## src/bft_ram.sv

```systemverilog
`default_nettype none
// ----------------------------------------------------------------------------
// bft_ram
// Simple dual-port RAM, one write and one registered read port.
// ----------------------------------------------------------------------------
module bft_ram #(
  parameter int WIDTH = 8,
  parameter int DEPTH = 16
) (
  input  wire logic                     clk,
  input  wire logic                     we,
  input  wire logic [$clog2(DEPTH)-1:0] waddr,
  input  wire logic [WIDTH-1:0]         wdata,
  input  wire logic                     re,
  input  wire logic [$clog2(DEPTH)-1:0] raddr,
  output logic      [WIDTH-1:0]         rdata
);

  logic [WIDTH-1:0] mem [DEPTH];

  always_ff @(posedge clk) begin
    if (we) begin
      mem[waddr] <= wdata;
    end
    if (re) begin
      rdata <= mem[raddr];
    end
  end

endmodule

`default_nettype wire

```

## config.mk

```make
export PLATFORM = sky130hd
export DESIGN_NAME = bft_ram
export DESIGN_NICKNAME = d
export VERILOG_FILES = /design/src/bft_ram.sv
export SDC_FILE = /design/constraint.sdc
export NUM_CORES = 1
export LEC_CHECK = 0
export BUFFER_PORTS_ARGS = -buffer_cell sky130_fd_sc_hd__buf_2
export CORE_MARGIN = 8
export CORE_UTILIZATION = 40
export CTS_CLUSTER_DIAMETER = 200
export DETAILED_ROUTE_END_ITERATION = 6
export GPL_TIMING_DRIVEN = 0
export PLACE_DENSITY = 0.66
export SLEW_MARGIN = 25
export SYNTH_ARGS = -nofsm -noshare
export SYNTH_HDL_FRONTEND = slang
export SYNTH_SLANG_ARGS = --single-unit
```

## constraint.sdc

```tcl
create_clock -name clk -period 2.93 [get_ports clk]
set_clock_uncertainty 0.05 [all_clocks]
set_input_delay 0.293 -clock clk [delete_from_list [all_inputs] [get_ports clk]]
set_output_delay 0.293 -clock clk [all_outputs]
set_load 0.005 [all_outputs]
```

### Word-level counts from Yosys, hierarchy flattened

Memory sizes are Yosys's and may differ from the RTL's. A register that Yosys moved wholly into a read port is not among the register bits.
Index checks and enable logic that the tools add are counted.

| storage, ports and cells | value |
|---|---|
| register bits | 0 |
| RAM bits | 128 |
| bits of input ports | 19 |
| output and inout bits | 8 |
| logic and storage cells | 3 |
| memories kept | 1 |

| operators by class | value |
|---|---|
| muxes and demuxes | 2 |

Memories:

| memory | words | width | read ports | clocked after memory_dff | write ports | RTL line | text |
|---|---|---|---|---|---|---|---|
| mem | 16 | 8 | 1 | 1 | 1 | 19 | `logic [WIDTH-1:0] mem [DEPTH];` |

Operators with widths:

| kind | number |
|---|---|
| $mux 1 | 2 |

### Longest topological paths before layout

| logic depth | value |
|---|---|
| depth after elaboration | 2 |
| gate-level depth with buffers | 5 |
| gate-level depth less buffers | 3 |

### Least setup slack after synthesis

Ideal clock, no wire load.

| timing path | value |
|---|---|
| path kind | input port to flip-flop |
| start point | input waddr[2] |
| end point | memory mem[0][0] (enable) |
| library setup time | 0.383 ns |
| arrival | 1.403 ns |
| required time | 2.497 ns |
| slack | 1.094 ns |
| stages on the path | 2 |
| path buffers | 0 |
| cells stage by stage | or3b_2 -> nor3_1 |

RTL lines:

| item | RTL line | text |
|---|---|---|
| start, declared | 12 | `input wire logic [$clog2(DEPTH)-1:0] waddr,` |
| end, declared | 19 |  |

No word-level cell before the write port.

### Worst setup path in the final report

| timing path | value |
|---|---|
| start point | input waddr[2] |
| end point | memory mem[2][6] (enable) |

No word-level cell before the write port.

==> qor.txt <==
Critical Path RT - 2910 ps
DR DRC count - 0
CTS Buf Count - 17
worst slew pin tran - 834 ps
fmax - 617 MHz
Via density - 5.22
hold_ws - 166 ps
Final Hold Fails - 0
total core area - 12700 um^2
CTS tree - done
period utilization - 55.3%
max_cap viols - 0
largest net degree at the start of global routing - 17
total track usage - 12.7%
Initial Utilization - 41.3%
Yosys warnings - 0
CP max stage delay - 660 ps
FP Rows - 41
IO Count - 27
post-synth top area share - 78.1%
number of hold buffers added after cts - 0
chip height - 130 um
Worst Path Class, Setup - input pin to flop
Post-Synthesis Cells - 229
clk root buf - clkbuf_16
Clock Tree Buf Depth - 2
Final #Nets - 292
HP Class - input pin to flop
Die Wd - 130 um
synthesized flop and latch total - 136
port buffer count - 25
H-tree depth - 4
P_leak - 2.09 nW
Antenna Nets Post-Route - 0
Crit path max-delay family - simple AND/OR/NAND/NOR gates
final wirelength - 10.0 mm
Clk pin slew, worst setup/hold paths - 60 ps
clk_lat worst skew - 410 ps
status - completed
Final Wtd Congestion - 0.716
drt first pass iters - 5
Post-CTS Setup Bufs - 0
clock sinks - 136
total number of vias - 2398
crit path DAT - 1600 ps
final instance area - 6270 um^2
synthesis-to-finish area growth - 20.0%
die area - 17000 um^2
min Tclk post-route - 1620 ps
Sum Neg Setup Slack - 0 ps
Final Setup Violations - 0
post-synth cell types - 18
# resized after CTS - 0
WP buf/inv - 1
Pwr Total - 4.83 mW
dominant cell type by area after synthesis - edfxtp_1
Placed Area - 5590 um^2
Cell Pwr Density - 770 nW/um^2
most common cell after layout, fill and taps aside - edfxtp_1
hpwl dp - 6.37 mm
post-synth net total - 248
Crit-path slowest cell - nor2_1
initial antenna violation count - 3
Slew headroom - 44.2%
total grt overflow - 0
main area contributors after synthesis - edfxtp_1, mux4_2, mux4_1
most frequent cells in the layout - edfxtp_1, buf_2, mux4_2
worst reg2reg setup slack - 1330 ps
maximum VDD drop - 0.386 mV
Setup crit end kind - flop
register area share after synthesis - 78.1%
DR WL/cell - 21.8 um
share of layout cells above drive strength 1 - 30.8%
crit-path cells - buf_2 -> or3b_2 -> nor2_1
Pins Over Slew Limit - 0
initial drt markers - 224
crit-path max FO - 8
Setup crit start kind - input pin
vias in the first global route - 2496
Synth Cell Area - 5230 um^2
syn_area_per_cell - 22.8 um^2
global-route wire length before repair - 14.9 mm
RSZ-0062 raised after global routing - false
synthesized netlist by cell type, drive strengths merged:
cell	n
a22oi	16
and2	1
and2b	1
buf	7
clkdlybuf4s25	3
edfxtp	136
mux4	32
nand2	9
nand2b	2
nand3	1
nand3b	2
nor2	13
nor2b	1
nor3	4
or3b	1
through the flow:
step / utilization (%) / setup WS (ps) / cells
floorplan: - / 1090 / 229
global placement: 43.9 / 529 / 426
detailed placement: 44.1 / 842 / 426
CTS: 49.5 / 1250 / 458
global route: 49.5 / 1230 / 459
finish: 49.5 / 1310 / 459
routing by layer:
| metal | track usage [%] | vias up | wire length, um |
|---|---|---|---|
| li1 | - | 1072 | - |
| met3 | 3.71 | 11 | 723 |
| met2 | 20.0 | 70 | 4930 |
| met5 | 0 | - | 30 |
| met4 | 5.67 | 4 | 107 |
| met1 | 16.1 | 1241 | 4220 |
path summary, 6_finish.rpt:
check                            endpoint       from  cells after the start
worst min register to register   rdata[1]  mem[3][1]                      3
worst min-delay path             rdata[5]         re                      1
worst max register to register   rdata[0]  mem[3][0]                      3
worst max-delay path            mem[2][6]   waddr[2]                      3
power breakdown:
part / internal (mW) / switching (mW)
combinational: 0.0845 / 0.120
clock: 1.67 / 0.749
sequential: 2.19 / 0.00955
sequential cells by signal, summed over array words and instances (netlist names):
| name | count |
|---|---|
| mem | 128 |
| rdata | 8 |
final cells by class:
type	count	area [um^2]
fill	998	6400
sequential	136	4080
multi-input combinational	83	1080
clock buffer	18	429
clock inverter	14	253
tap	172	215
timing repair buffer	25	125
buffer	10	86.3
antenna	1	2.50
logic make-up after synthesis:
group,Yosys count,share of synthesized area [%]
compound gates,16,2.30
buf+inv,10,1.65
flops,136,78.1
mux,32,14.8
simple gates,35,3.14
Note: power is estimated with default switching activity, not from simulation.
