$ cat src/bft_pkg.sv
`default_nettype none
// ----------------------------------------------------------------------------
// bft_pkg
// Shared types, sizes and codes of the bidirectional flow tracker.
// ----------------------------------------------------------------------------
package bft_pkg;

  localparam int BUCKET_COUNT = 1024;
  localparam int FLOW_ENTRIES = 256;
  localparam int BKT_W        = $clog2(BUCKET_COUNT);
  localparam int SLOT_W       = $clog2(FLOW_ENTRIES);
  localparam int LINK_W       = SLOT_W + 1;
  localparam logic [LINK_W-1:0] LINK_NIL = LINK_W'(FLOW_ENTRIES);
  localparam logic [BKT_W-1:0]  BKT_LAST = BKT_W'(BUCKET_COUNT - 1);

  localparam int TMO_W = 23;
  localparam logic [TMO_W-1:0] TMO_RESET = TMO_W'(300);
  localparam int USEC_W = 20;
  localparam logic [USEC_W-1:0] US_PER_SEC = USEC_W'(1000000);
  localparam int THR_W = TMO_W + USEC_W;

  localparam int CNT_W = $clog2(FLOW_ENTRIES + 1);
  localparam logic [31:0] PKT_MAX  = 32'hFFFF_FFFF;
  localparam logic [47:0] BYTE_MAX = 48'hFFFF_FFFF_FFFF;

  localparam int FREE_GRP    = 16;
  localparam int FREE_GROUPS = FLOW_ENTRIES / FREE_GRP;
  localparam int SUB_W       = $clog2(FREE_GRP);

  localparam logic [2:0] ST_EXIST = 3'd0;
  localparam logic [2:0] ST_NEW   = 3'd1;
  localparam logic [2:0] ST_DROP  = 3'd2;
  localparam logic [2:0] ST_FULL  = 3'd3;
  localparam logic [2:0] ST_SWEEP = 3'd4;

  localparam logic CMD_PACKET = 1'b0;
  localparam logic CMD_SWEEP  = 1'b1;

  typedef struct packed {
    logic        command;
    logic        header_ok;
    logic [31:0] source_address;
    logic [31:0] dest_address;
    logic [15:0] source_port;
    logic [15:0] dest_port;
    logic [7:0]  ip_protocol;
    logic [15:0] packet_bytes;
    logic [62:0] now_us;
  } in_item_t;

  typedef struct packed {
    logic [2:0]       status;
    logic             direction;
    logic [7:0]       entry_index;
    logic [31:0]      fwd_packets;
    logic [31:0]      rev_packets;
    logic [47:0]      fwd_bytes;
    logic [47:0]      rev_bytes;
    logic [CNT_W-1:0] active_flows;
    logic [CNT_W-1:0] expired_count;
  } out_item_t;

  typedef struct packed {
    logic [63:0] addrs;
    logic [39:0] ppp;
    logic [62:0] last;
    logic [31:0] pf;
    logic [31:0] pr;
    logic [47:0] bf;
    logic [47:0] br;
  } entry_t;

  localparam int ENTRY_W = $bits(entry_t);

endpackage

`default_nettype wire

$ cat src/bft_free_find.sv
`default_nettype none
// ----------------------------------------------------------------------------
// bft_free_find
// Lowest free slot search as a registered two-level tree.
// ----------------------------------------------------------------------------
module bft_free_find import bft_pkg::*; (
  input  wire logic                    clk,
  input  wire logic [FLOW_ENTRIES-1:0] in_use,
  output logic                         found,
  output logic [SLOT_W-1:0]            index
);

  logic [FREE_GROUPS-1:0] grp_any;
  logic [SUB_W-1:0]       grp_first [FREE_GROUPS];

  always_ff @(posedge clk) begin
    for (int g = 0; g < FREE_GROUPS; g++) begin
      grp_any[g]   <= ~&in_use[g*FREE_GRP +: FREE_GRP];
      grp_first[g] <= '0;
      for (int k = FREE_GRP - 1; k >= 0; k--) begin
        if (!in_use[g*FREE_GRP + k]) begin
          grp_first[g] <= SUB_W'(k);
        end
      end
    end
  end

  always_comb begin
    found = |grp_any;
    index = '0;
    for (int g = FREE_GROUPS - 1; g >= 0; g--) begin
      if (grp_any[g]) begin
        index = {(SLOT_W - SUB_W)'(g), grp_first[g]};
      end
    end
  end

endmodule

`default_nettype wire

$ cat config.mk
export PLATFORM = sky130hd
export DESIGN_NAME = bft_free_find
export DESIGN_NICKNAME = d
export VERILOG_FILES = /design/src/bft_pkg.sv /design/src/bft_free_find.sv
export SDC_FILE = /design/constraint.sdc
export NUM_CORES = 1
export LEC_CHECK = 0
export BUFFER_PORTS_ARGS = -buffer_cell sky130_fd_sc_hd__buf_2
export CELL_PAD_IN_SITES_DETAIL_PLACEMENT = 0
export CELL_PAD_IN_SITES_GLOBAL_PLACEMENT = 1
export CORE_UTILIZATION = 32
export CTS_BUF_LIST = sky130_fd_sc_hd__clkbuf_16
export CTS_CLUSTER_DIAMETER = 50
export DETAILED_ROUTE_END_ITERATION = 8
export PLACE_DENSITY = 0.95
export SYNTH_ARGS = -nofsm -noshare
export SYNTH_HDL_FRONTEND = slang
export SYNTH_SLANG_ARGS = --single-unit
export TNS_END_PERCENT = 30
$ cat constraint.sdc
create_clock -name clk -period 4.2 [get_ports clk]
set_clock_uncertainty 0.2 [all_clocks]
set_input_delay 0.21 -clock clk [delete_from_list [all_inputs] [get_ports clk]]
set_output_delay 0.21 -clock clk [all_outputs]
set_load 0.05 [all_outputs]
# Word-level counts from Yosys, hierarchy flattened
# Memory sizes are Yosys's and may differ from the RTL's.
# Cells that the tools add are included.
dict set report classes {
  muxes 528
  n_bitwise 256
  reduce_logical 33
}
# operator count
set op_table {}
lappend op_table {{2-to-1 mux 4 bit} 256}
lappend op_table {{2-to-1 mux 1 bit} 256}
lappend op_table {{AND reduction 16 bit} 16}
lappend op_table {{bitwise OR 1 bit} 240}
lappend op_table {{2-to-1 mux 8 bit} 16}
lappend op_table {{logical NOT 1 bit} 16}
lappend op_table {{bitwise OR 1 bit, first input constant} 16}
lappend op_table {{OR reduction 16 bit} 1}
dict set report totals {
  ff_bits 16
  mem_bits_rw 64
  inputBits 257
  out_inout_bits 9
  wordCells 819
  mem_count 1
}
# name words width read_ports rd_ports_with_merged_regs wr line
set mem_list {}
lappend mem_list {grp_first 16 4 16 0 16 bft_free_find.sv:14} ;# logic [SUB_W-1:0] grp_first [FREE_GROUPS];

# Depth between registers and ports, before layout
# Gate-level depths: netlist of the first run.
dict set report logic_depth {
  word_depth 17
  ltp_mapped 7
  mapped_depth_nobuf 5
}

# Worst setup path before layout of the first run
# Ideal clock, no wire load.
dict set report synth_path {
  kind {reg2out}
  from {reg grp_any[10]}
  to {out index[0]}
  arrival_ns 2.172
  path_slack_ns 1.618
  path_stages_with_launch 7
  n_path_buf 1
  cell_sequence {dfxtp_1 > buf_2 > nor2_1 > o221ai_1 > o21ai_1 > a31oi_1 > a211oi_1}
}
dict set report synth_between {
  elab_chain_cells 11
}
# element line
set synth_rtl {}
lappend synth_rtl {{from (decl)} bft_free_find.sv:13} ;# logic [FREE_GROUPS-1:0] grp_any;
lappend synth_rtl {{from (signal, indexed assignment)} bft_free_find.sv:18} ;# grp_any[g] <= ~&in_use[g*FREE_GRP +: FREE_GRP];
lappend synth_rtl {{2-to-1 mux 8 bit (11 in series)} bft_free_find.sv:32} ;# if (grp_any[g]) begin
lappend synth_rtl {{to (decl)} bft_free_find.sv:10} ;# output logic [SLOT_W-1:0] index
# Every way passes these cells.

# Final worst setup path of the first run
dict set report layout_path {
  from {reg grp_any[14]}
  to {out index[4]}
}
dict set report layout_between {
  elab_chain_cells 15
}
# element line
set layout_rtl {}
lappend layout_rtl {{2-to-1 mux 8 bit (15 in series)} bft_free_find.sv:32}
# Every way passes these cells.

==> results.py, run 1 <==
metrics = {
    "clock_network": {
        "cts_buffer_depth": 2,
        "ctsHoldBuffers": 64,
        "buffers_inserted_by_post_cts_timing_repair": 0,
        "clk_pin_slew_ns": 0.06,
        "cts.sink_count": 80,
        "cts_htree_levels": 3,
        "cts_resized": 0,
        "tritoncts_clock_tree": "yes",
        "cts_inserted_buffers": 9,
        "ctsRootBufferMaster": "sky130_fd_sc_hd__clkbuf_16",
    },
    "detailed_routing": {
        "routed_via_density": 5.12,
        "wl_per_cell_um": 12.9,
        "remaining_drc_errors": 0,
        "initialDrtViolationCount": 282,
        "detail_route.first_pass.iterations": 6,
        "ant_nets": 0,
        "route.final.wire_length_um": 15400,
        "detailroute.via_count": 6125,
    },
    "cells_and_area": {
        "areaGrowthSynthToFinish_pct": 52.8,
        "regArea_um2": 1600,
        "multi_input_comb_area_um2": 2850,
        "post-route-util_pct": 51.1,
        "final-instance-count-excl-fill": 1197,
        "antenna-diode-count": 0,
        "fin_nets": 1269,
        "layout.cell_area.non_filler_um2": 7200,
        "fillers": 1437,
        "drive_gt1_share_pct": 27.8,
    },
    "min_path": {
        "hp-class": "in -> reg",
    },
    "sta": {
        "hold_slack_ns": 0.0129,
        "hold_violations": 0,
        "rsz0062_at_grt": "false",
        "worst-slew-pin-transition_ns": 0.634,
        "period_needed_ns": 2.64,
        "timing.final.max_slew_violations": 0,
        "tns_ns": 0,
        "finalSetupViolCount": 0,
        "achievable-frequency_ghz": 0.379,
        "timing.slew.headroom_pct": 56.6,
        "post-route-worst-setup-slack_ns": 1.56,
        "final_min_period_over_clock_period_pct": 62.8,
    },
    "outcome": {
        "result_of_the_run": "finished, final reports clean",
    },
    "logic_synthesis": {
        "largest_family_of_logic_cells_by_synthesized_area": "simple AND/OR/NAND/NOR gates",
        "compound_gate_portion_of_the_synthesized_area_pct": 29.1,
        "ys.warnings.count": 0,
        "synth-seq-cells": 80,
        "post_synth_mux_area_share_pct": 0,
        "yosysUniqueCellTypes": 37,
        "post_synth_fa_ha_maj_area_fraction_pct": 0,
        "synthCells": 676,
        "synth.net_count": 933,
        "synth-main-ff-cell": "sky130_fd_sc_hd__dfxtp_1",
        "syn_area_um2": 4710,
        "synth-edff-count": 0,
        "synth_seq_area_share_pct": 34.0,
        "yosys.area_share.xor_xnor_pct": 0,
        "synth_simple_gate_area_share_pct": 31.4,
        "async_reset_ff_share_pct": 0,
        "synth_area_per_inst_um2": 6.97,
    },
    "run": {
        "max_cap_violations": 0,
    },
    "global_route": {
        "initial_antenna_violation_count": 1,
        "pin_count_of_the_biggest_net_entering_global_routing": 15,
        "grt_pass1_wl_um": 24300,
        "grt_pass1_vias": 5688,
        "groute.usage.overall_pct": 20.1,
        "global_route_total_overflow": 0,
    },
    "critical_path": {
        "timing.critical_path.slowest_cell_delay_ns": 0.59,
        "critical_path.startpoint_type": "flop",
        "cp_num_buf_inv": 1,
        "critPathTopFamily": "compound AO/OA/AOI/OAI gates",
        "critical_path_arrival_ns": 2.23,
        "crit_fanout": 7,
        "cp.required_ns": 3.79,
        "path_class": "reg -> out",
        "endpoint_kind": "output pin",
        "crit_path_top_delay_cell": "sky130_fd_sc_hd__a2111oi_0",
        "worstPathCellList": "nor2b_2, o21ai_1, a2111oi_0, nor4_1, nor3_1, buf_2",
    },
    "floorplan": {
        "core_area_um2": 14100,
        "die_area_um2": 15200,
        "io_pins": 266,
        "placement_rows": 43,
        "floorplan.initialDensity_pct": 33.4,
        "fp.dieW_um": 123,
        "dieHeight_um": 123,
    },
    "placed_design": {
        "dp_hpwl_um": 13000,
        "routabilityCongestion": 0.868,
        "dpl_cell_area_um2": 6240,
        "dp_cells": 1117,
        "pre_cts_slack_ns": 1.99,
        "buffer_ports.inserted": 265,
    },
    "power": {
        "totalPowerFinal_mw": 1.98,
        "vdd.ir_drop.worst_v": 0.000146,
        "cellPowerDensity_nw_per_um2": 275,
        "power_leakage_nw": 3.24,
    },
}
[power breakdown]
group          internal (mW)  leakage, nW  switching, mW  total (mW)
sequential             0.784        0.655        0.00992       0.794
combinational          0.189         2.42          0.174       0.364
clock                  0.522        0.162          0.301       0.823
total                   1.50         3.24          0.486        1.98
[logic make-up after synthesis]
| family | Yosys count |
|---|---|
| buffers and inverters | 66 |
| flip-flops | 80 |
| AO/OA/AOI/OAI | 216 |
| AND/OR/NAND/NOR | 314 |
[cell usage after synthesis (2+ instances only)]
| cell | number | area [um2] |
|---|---|---|
| sky130_fd_sc_hd__nand2_1 | 105 | 394 |
| sky130_fd_sc_hd__dfxtp_1 | 80 | 1600 |
| sky130_fd_sc_hd__inv_1 | 62 | 233 |
| sky130_fd_sc_hd__nor2_1 | 58 | 218 |
| sky130_fd_sc_hd__o21ai_0 | 50 | 250 |
| sky130_fd_sc_hd__a31oi_1 | 49 | 307 |
| sky130_fd_sc_hd__nand4_1 | 49 | 307 |
| sky130_fd_sc_hd__nor3_1 | 36 | 180 |
| sky130_fd_sc_hd__nand3_1 | 34 | 170 |
| sky130_fd_sc_hd__a21oi_1 | 32 | 160 |
| sky130_fd_sc_hd__o211ai_1 | 32 | 240 |
| sky130_fd_sc_hd__nor2b_1 | 22 | 138 |
| sky130_fd_sc_hd__a21boi_0 | 15 | 113 |
| sky130_fd_sc_hd__a221oi_1 | 10 | 87.6 |
| sky130_fd_sc_hd__o221ai_1 | 6 | 52.6 |
| sky130_fd_sc_hd__o21ai_1 | 5 | 25.0 |
| sky130_fd_sc_hd__a211oi_1 | 4 | 30.0 |
| sky130_fd_sc_hd__a22oi_1 | 3 | 22.5 |
| sky130_fd_sc_hd__nand2b_1 | 3 | 18.8 |
| sky130_fd_sc_hd__or2_1 | 3 | 18.8 |
| sky130_fd_sc_hd__a21o_1 | 2 | 15.0 |
[layer usage]
metal / vias up / routed length, um / global-route usage, %
met2: 198 / 7680 / 36.5
li1: 3181 / - / -
met1: 2724 / 6500 / 23.6
met4: 2 / 193 / 5.35
met3: 20 / 1040 / 4.29
met5: - / 13 / 0
[path summary, 6_finish.rpt]
check                           start                     endpoint  slack, ns  cells after the start
setup / recovery  grp_any[14]$_DFF_P_                     index[4]       1.56                      6
hold / removal             in_use[96]  grp_first[0][26]$_SDFF_PN0_       0.01                      3
[sequential cells by signal, indices dropped and copies added (netlist names)]
name / count
grp_any: 16
grp_first: 64
[area by class of cell]
| cell class | count | area share (%) |
|---|---|---|
| clock inverters | 7 | 1.32 |
| flip-flops and latches | 80 | 22.2 |
| well taps | 180 | 3.13 |
| multi-input cells | 530 | 39.6 |
| inverters | 62 | 3.23 |
| repair buffers | 329 | 27.3 |
| clock buffers | 9 | 3.13 |
[layout by cell type (no fill, tap or decap), drive strengths merged]
cell type    count
a2111oi          1
a211oi           4
a21boi          16
a21o             2
a21oi           32
a221o            1
a221oi          10
a22oi            3
a31oi           49
buf            265
bufinv           2
clkbuf           9
clkinv           2
dfxtp           80
dlygate4sd3     64
inv             65
nand2          105
nand2b           3
nand3           34
nand4           49
nor2            58
nor2b           24
nor3            36
nor4             1
o211ai          32
o21ai           55
o21bai           1
o221a            1
o221ai           6
o2bb2ai          1
o311ai           1
o31ai            1
or2              3
or3              1
Power figures use the tool's default switching activity.
==> inputs of run 2 (changes only) <==
--- a/config.mk
+++ b/config.mk
@@ -8,11 +8,11 @@
 export BUFFER_PORTS_ARGS = -buffer_cell sky130_fd_sc_hd__buf_2
 export CELL_PAD_IN_SITES_DETAIL_PLACEMENT = 0
 export CELL_PAD_IN_SITES_GLOBAL_PLACEMENT = 1
-export CORE_UTILIZATION = 32
+export CORE_UTILIZATION = 30
 export CTS_BUF_LIST = sky130_fd_sc_hd__clkbuf_16
 export CTS_CLUSTER_DIAMETER = 50
 export DETAILED_ROUTE_END_ITERATION = 8
-export PLACE_DENSITY = 0.95
+export PLACE_DENSITY = 0.92
 export SYNTH_ARGS = -nofsm -noshare
 export SYNTH_HDL_FRONTEND = slang
 export SYNTH_SLANG_ARGS = --single-unit
==> constraint.sdc (replaced) <==
create_clock -name clk -period 2.5 [get_ports clk]
set_clock_uncertainty 0.2 [all_clocks]
set_input_delay 0.125 -clock clk [delete_from_list [all_inputs] [get_ports clk]]
set_output_delay 0.125 -clock clk [all_outputs]
set_load 0.05 [all_outputs]
==> run 2 against run 1 <==
- combinational power increased by 100%
- power is 79% higher
- wire length grew 16%
- die area is 6.6% higher
- worst hold slack worse by 0.014 ns
- cell area increased by 19%
- first-iteration DRC count up 13%
- the run now ends with hold timing left
- critical endpoint is now index[3]
==> results.py, run 2 (same netlist as run 1, synthesis figures left out) <==
metrics = {
    "outcome": {
        "result_of_the_run": "complete, but fails checks",
        "failed_checks": "hold timing",
    },
    "sta": {
        "hold_slack_ns": -0.000990,
        "timing.final.max_slew_violations": 0,
        "worst-slew-pin-transition_ns": 0.412,
        "achievable-frequency_ghz": 0.415,
        "tns_ns": 0,
        "hold_violations": 1,
        "finalSetupViolCount": 0,
        "period_needed_ns": 2.41,
        "timing.slew.headroom_pct": 72.4,
        "rsz0062_at_grt": "true",
        "final_min_period_over_clock_period_pct": 96.4,
    },
    "critical_path": {
        "critical_path_arrival_ns": 2.09,
        "endpoint_kind": "output pin",
        "crit_fanout": 9,
        "cp.required_ns": 2.17,
        "critical_path.startpoint_type": "flop",
        "path_class": "reg -> out",
    },
    "cells_and_area": {
        "areaGrowthSynthToFinish_pct": 82.1,
        "antenna-diode-count": 0,
        "fin_nets": 1399,
        "mostFrequentLayoutCell": "sky130_fd_sc_hd__buf_2",
        "drive_gt1_share_pct": 24.9,
        "largest_register_ff_count": 64,
        "largest-register": "grp_first",
        "commonest_cells_after_routing_fill_and_taps_aside": "sky130_fd_sc_hd__buf_2 (263), sky130_fd_sc_hd__dlygate4sd3_1 (193), sky130_fd_sc_hd__nand2_1 (105)",
        "layout_top_registers": "grp_first: 64 flops, grp_any: 16 flops",
        "post-route-util_pct": 56.2,
        "final-instance-count-excl-fill": 1358,
    },
    "clock_network": {
        "buffers_inserted_by_post_cts_timing_repair": 0,
        "ctsRootBufferMaster": "sky130_fd_sc_hd__clkbuf_16",
        "cts_buffer_depth": 2,
        "tritoncts_clock_tree": "yes",
        "clk_pin_slew_ns": 0.06,
        "cts.sink_count": 80,
        "cts_htree_levels": 3,
        "cts_inserted_buffers": 9,
    },
    "floorplan": {
        "placement_rows": 45,
        "fp.dieW_um": 127,
        "die_area_um2": 16200,
        "dieHeight_um": 127,
        "io_pins": 266,
        "floorplan.initialDensity_pct": 30.9,
        "core_area_um2": 15300,
    },
    "global_route": {
        "grt_pass1_vias": 6761,
        "groute.usage.overall_pct": 21.9,
        "grt_pass1_wl_um": 29200,
        "initial_antenna_violation_count": 0,
        "pin_count_of_the_biggest_net_entering_global_routing": 15,
        "global_route_total_overflow": 0,
    },
    "power": {
        "vdd.ir_drop.worst_v": 0.000313,
        "cellPowerDensity_nw_per_um2": 413,
        "power_leakage_nw": 3.75,
    },
    "detailed_routing": {
        "maxUsedRoutingLayer": "met4",
        "routed_via_density": 4.95,
        "metal2_wl_um": 9010,
        "initialDrtViolationCount": 318,
        "remaining_drc_errors": 0,
        "wl_met3_um": 941,
        "detail_route.first_pass.iterations": 4,
        "detailroute.via_count": 6726,
        "route.final.wire_length_um": 17800,
        "wl_per_cell_um": 13.1,
        "met1Wirelength_um": 7580,
        "ant_nets": 0,
    },
    "run": {
        "max_cap_violations": 0,
    },
    "placed_design": {
        "routabilityCongestion": 0.895,
        "dp_hpwl_um": 13400,
        "dp_cells": 1149,
        "buffer_ports.inserted": 265,
    },
    "min_path": {
        "hp-class": "in -> reg",
    },
}
run 2: power by group:
part | leakage (nW) | switching (mW) | internal (mW) | total (mW)
Sequential | 0.655 | 0.0163 | 1.32 | 1.33
Clock | 0.171 | 0.501 | 0.978 | 1.48
Combinational | 2.93 | 0.326 | 0.407 | 0.733
Total | 3.75 | 0.844 | 2.70 | 3.55
run 2: stage by stage:
| step | cell area [um2] | power (mW) | hold WS [ns] | setup slack (ns) |
|---|---|---|---|---|
| floorplan | 4710 | 1.55 | 0.0229 | 0.00268 |
| global placement | 6280 | 1.88 | 0.146 | 0.366 |
| detailed placement | 6280 | 1.89 | 0.140 | 0.376 |
| CTS | 8560 | 3.55 | 0.00500 | 0.00156 |
| global route | 8580 | 3.72 | 0.0463 | -0.0249 |
| finish | 8580 | 3.55 | -0.000990 | 0.0900 |
run 2: layout make-up:
cell class | instances | area (um2)
multi-input combinational | 530 | 2860
fill | 1405 | 6680
inverter | 62 | 233
sequential | 80 | 1600
timing repair buffer | 459 | 3270
tap | 211 | 264
clock buffer | 9 | 225
clock inverter | 7 | 120
run 2: timing repair:
action,4_1_cts,5_1_grt
hold endpoints to repair,80,0
endpoints found under the setup margin,0,3
hold buffers,193,0
gates resized for setup,0,6
run 2: worst max-delay path: stages, from the launching register on:
cell and delay, ns:
sky130_fd_sc_hd__dfxtp_1 0.41, sky130_fd_sc_hd__nor2_1 0.25, sky130_fd_sc_hd__o221ai_1 0.15, sky130_fd_sc_hd__o21ai_1 0.19, sky130_fd_sc_hd__a31oi_1 0.12, sky130_fd_sc_hd__a211oi_1 0.30, sky130_fd_sc_hd__buf_2 0.33
run 2: layer usage:
layer	up-vias	global-route usage, %
met3	28	4.61
met1	3046	24.3
met4	0	6.65
met5	-	0
li1	3433	-
met2	219	41.4
run 2: final timing paths:
kind | depth (start not counted) | endpoint | from
setup / recovery | 6 | index[3] | grp_any[10]$_DFF_P_
hold / removal | 4 | grp_any[13]$_DFF_P_ | in_use[215]
==> inputs of run 3 (changes only) <==
--- a/config.mk
+++ b/config.mk
@@ -12,6 +12,7 @@
 export CTS_BUF_LIST = sky130_fd_sc_hd__clkbuf_16
 export CTS_CLUSTER_DIAMETER = 50
 export DETAILED_ROUTE_END_ITERATION = 8
+export MAX_ROUTING_LAYER = met4
 export PLACE_DENSITY = 0.92
 export SYNTH_ARGS = -nofsm -noshare
 export SYNTH_HDL_FRONTEND = slang
==> run 3 against run 2 <==
- the flow still finishes with violations (hold timing)
- combinational power is essentially flat
- fmax rose by 0.66%
- sequential share of layout area stayed put
- first-iteration DRC count down 1.9%
- critical path type unchanged
- die area unchanged
- critical endpoint unchanged
- critical path depth did not move
==> results.py, run 3 (same netlist as run 1, synthesis figures left out) <==
metrics = {
    "clock_network": {
        "ctsRootBufferMaster": "sky130_fd_sc_hd__clkbuf_16",
        "cts.sink_count": 80,
        "tritoncts_clock_tree": "yes",
        "cts_htree_levels": 3,
        "clk_pin_slew_ns": 0.06,
        "cts_buffer_depth": 2,
        "cts_inserted_buffers": 9,
    },
    "cells_and_area": {
        "layout_top_registers": "grp_first: 64 flops, grp_any: 16 flops",
        "fillers": 1405,
        "post-route-util_pct": 56.2,
        "layout.cell_area.non_filler_um2": 8580,
        "largest-register": "grp_first",
        "final-instance-count-excl-fill": 1358,
        "commonest_cells_after_routing_fill_and_taps_aside": "sky130_fd_sc_hd__buf_2 (263), sky130_fd_sc_hd__dlygate4sd3_1 (193), sky130_fd_sc_hd__nand2_1 (105)",
        "largest_register_ff_count": 64,
        "antenna-diode-count": 0,
        "areaGrowthSynthToFinish_pct": 82.1,
        "mostFrequentLayoutCell": "sky130_fd_sc_hd__buf_2",
        "fin_nets": 1399,
        "drive_gt1_share_pct": 24.9,
        "multi_input_comb_area_um2": 2860,
        "regArea_um2": 1600,
    },
    "detailed_routing": {
        "initialDrtViolationCount": 312,
        "route.final.wire_length_um": 17800,
        "detailroute.via_count": 6758,
        "detail_route.first_pass.iterations": 5,
        "wl_per_cell_um": 13.1,
        "routed_via_density": 4.98,
        "remaining_drc_errors": 0,
        "ant_nets": 0,
    },
    "run": {
        "max_cap_violations": 0,
    },
    "min_path": {
        "whs_path_depth": 4,
        "hp-class": "in -> reg",
    },
    "critical_path": {
        "endpoint_kind": "output pin",
        "path_class": "reg -> out",
        "crit_fanout": 9,
        "critical_path_arrival_ns": 2.07,
        "worstPathCellList": "nor2_1, o221ai_1, o21ai_1, a31oi_1, a211oi_1, buf_2",
        "cp.required_ns": 2.17,
        "crit_path_top_delay_cell": "sky130_fd_sc_hd__dfxtp_1",
        "critical_path.startpoint_type": "flop",
        "timing.critical_path.slowest_cell_delay_ns": 0.41,
    },
    "global_route": {
        "initial_antenna_violation_count": 0,
        "global_route_total_overflow": 0,
        "global_route_hottest_layer": "met2",
        "grt.met1_usage_pct": 24.3,
        "grt_pass1_vias": 6776,
        "groute.usage.overall_pct": 22.5,
        "globalRouteMet2Util_pct": 41.2,
        "grt_pass1_wl_um": 29000,
        "pin_count_of_the_biggest_net_entering_global_routing": 15,
        "grt_use_met3_pct": 4.73,
    },
    "floorplan": {
        "fp.dieW_um": 127,
        "floorplan.initialDensity_pct": 30.9,
        "die_area_um2": 16200,
        "dieHeight_um": 127,
        "io_pins": 266,
        "placement_rows": 45,
        "core_area_um2": 15300,
    },
    "placed_design": {
        "dpl_cell_area_um2": 6280,
        "dp_cells": 1149,
        "routabilityCongestion": 0.910,
        "pre_cts_slack_ns": 0.376,
        "dp_hpwl_um": 13400,
        "buffer_ports.inserted": 265,
    },
    "sta": {
        "post-route-worst-setup-slack_ns": 0.106,
        "worst-slew-pin-transition_ns": 0.404,
        "finalSetupViolCount": 0,
        "timing.final.max_slew_violations": 0,
        "hold_slack_ns": -0.00437,
        "timing.slew.headroom_pct": 72.9,
        "final_min_period_over_clock_period_pct": 95.8,
        "rsz0062_at_grt": "true",
        "hold_violations": 1,
        "achievable-frequency_ghz": 0.418,
        "period_needed_ns": 2.39,
        "tns_ns": 0,
    },
    "power": {
        "cellPowerDensity_nw_per_um2": 414,
        "power_leakage_nw": 3.75,
        "vdd.ir_drop.worst_v": 0.000314,
        "totalPowerFinal_mw": 3.55,
    },
    "outcome": {
        "failed_checks": "hold timing",
        "result_of_the_run": "complete, but fails checks",
    },
}
-- run 3: path summary, 6_finish.rpt --
check | to | slack (ns) | from
max | index[3] | 0.11 | grp_any[10]$_DFF_P_
min | grp_any[13]$_DFF_P_ | -0.004 | in_use[215]
-- run 3: metal layers --
layer / vias up / share of wire (%)
met2: 229 / 50
li1: 3434 / -
met5: - / 0
met3: 38 / 5.3
met1: 3057 / 42
met4: 0 / 2.2
-- run 3: cell type report --
type                            count  share of cell area [%]
Timing Repair Buffer              459                    38.1
Multi-Input combinational cell    530                    33.4
Sequential cell                    80                    18.7
Tap cell                          211                    3.08
Inverter                           62                    2.71
Clock buffer                        9                    2.63
Clock inverter                      7                    1.40
-- run 3: what timing repair did --
item                                   CTS  global route
endpoints found under the hold margin   80             0
resized for setup                        0             6
setup buffers                            0             0
hold buffers                           193             0
setup endpoints to repair                0             3
-- run 3: where the power goes --
group / internal [mW] / leakage (nW) / switching [mW] / total [mW]
registers: 1.32 / 0.655 / 0.0165 / 1.33
logic: 0.407 / 2.93 / 0.326 / 0.733
clock network: 0.977 / 0.171 / 0.504 / 1.48
-- run 3: worst max-delay path, delay by kind of cell (launching register included) --
kind / cells / cell delay (ns)
flops: 1 / 0.41
compound gates: 4 / 0.74
simple gates: 1 / 0.25
buf+inv: 1 / 0.33
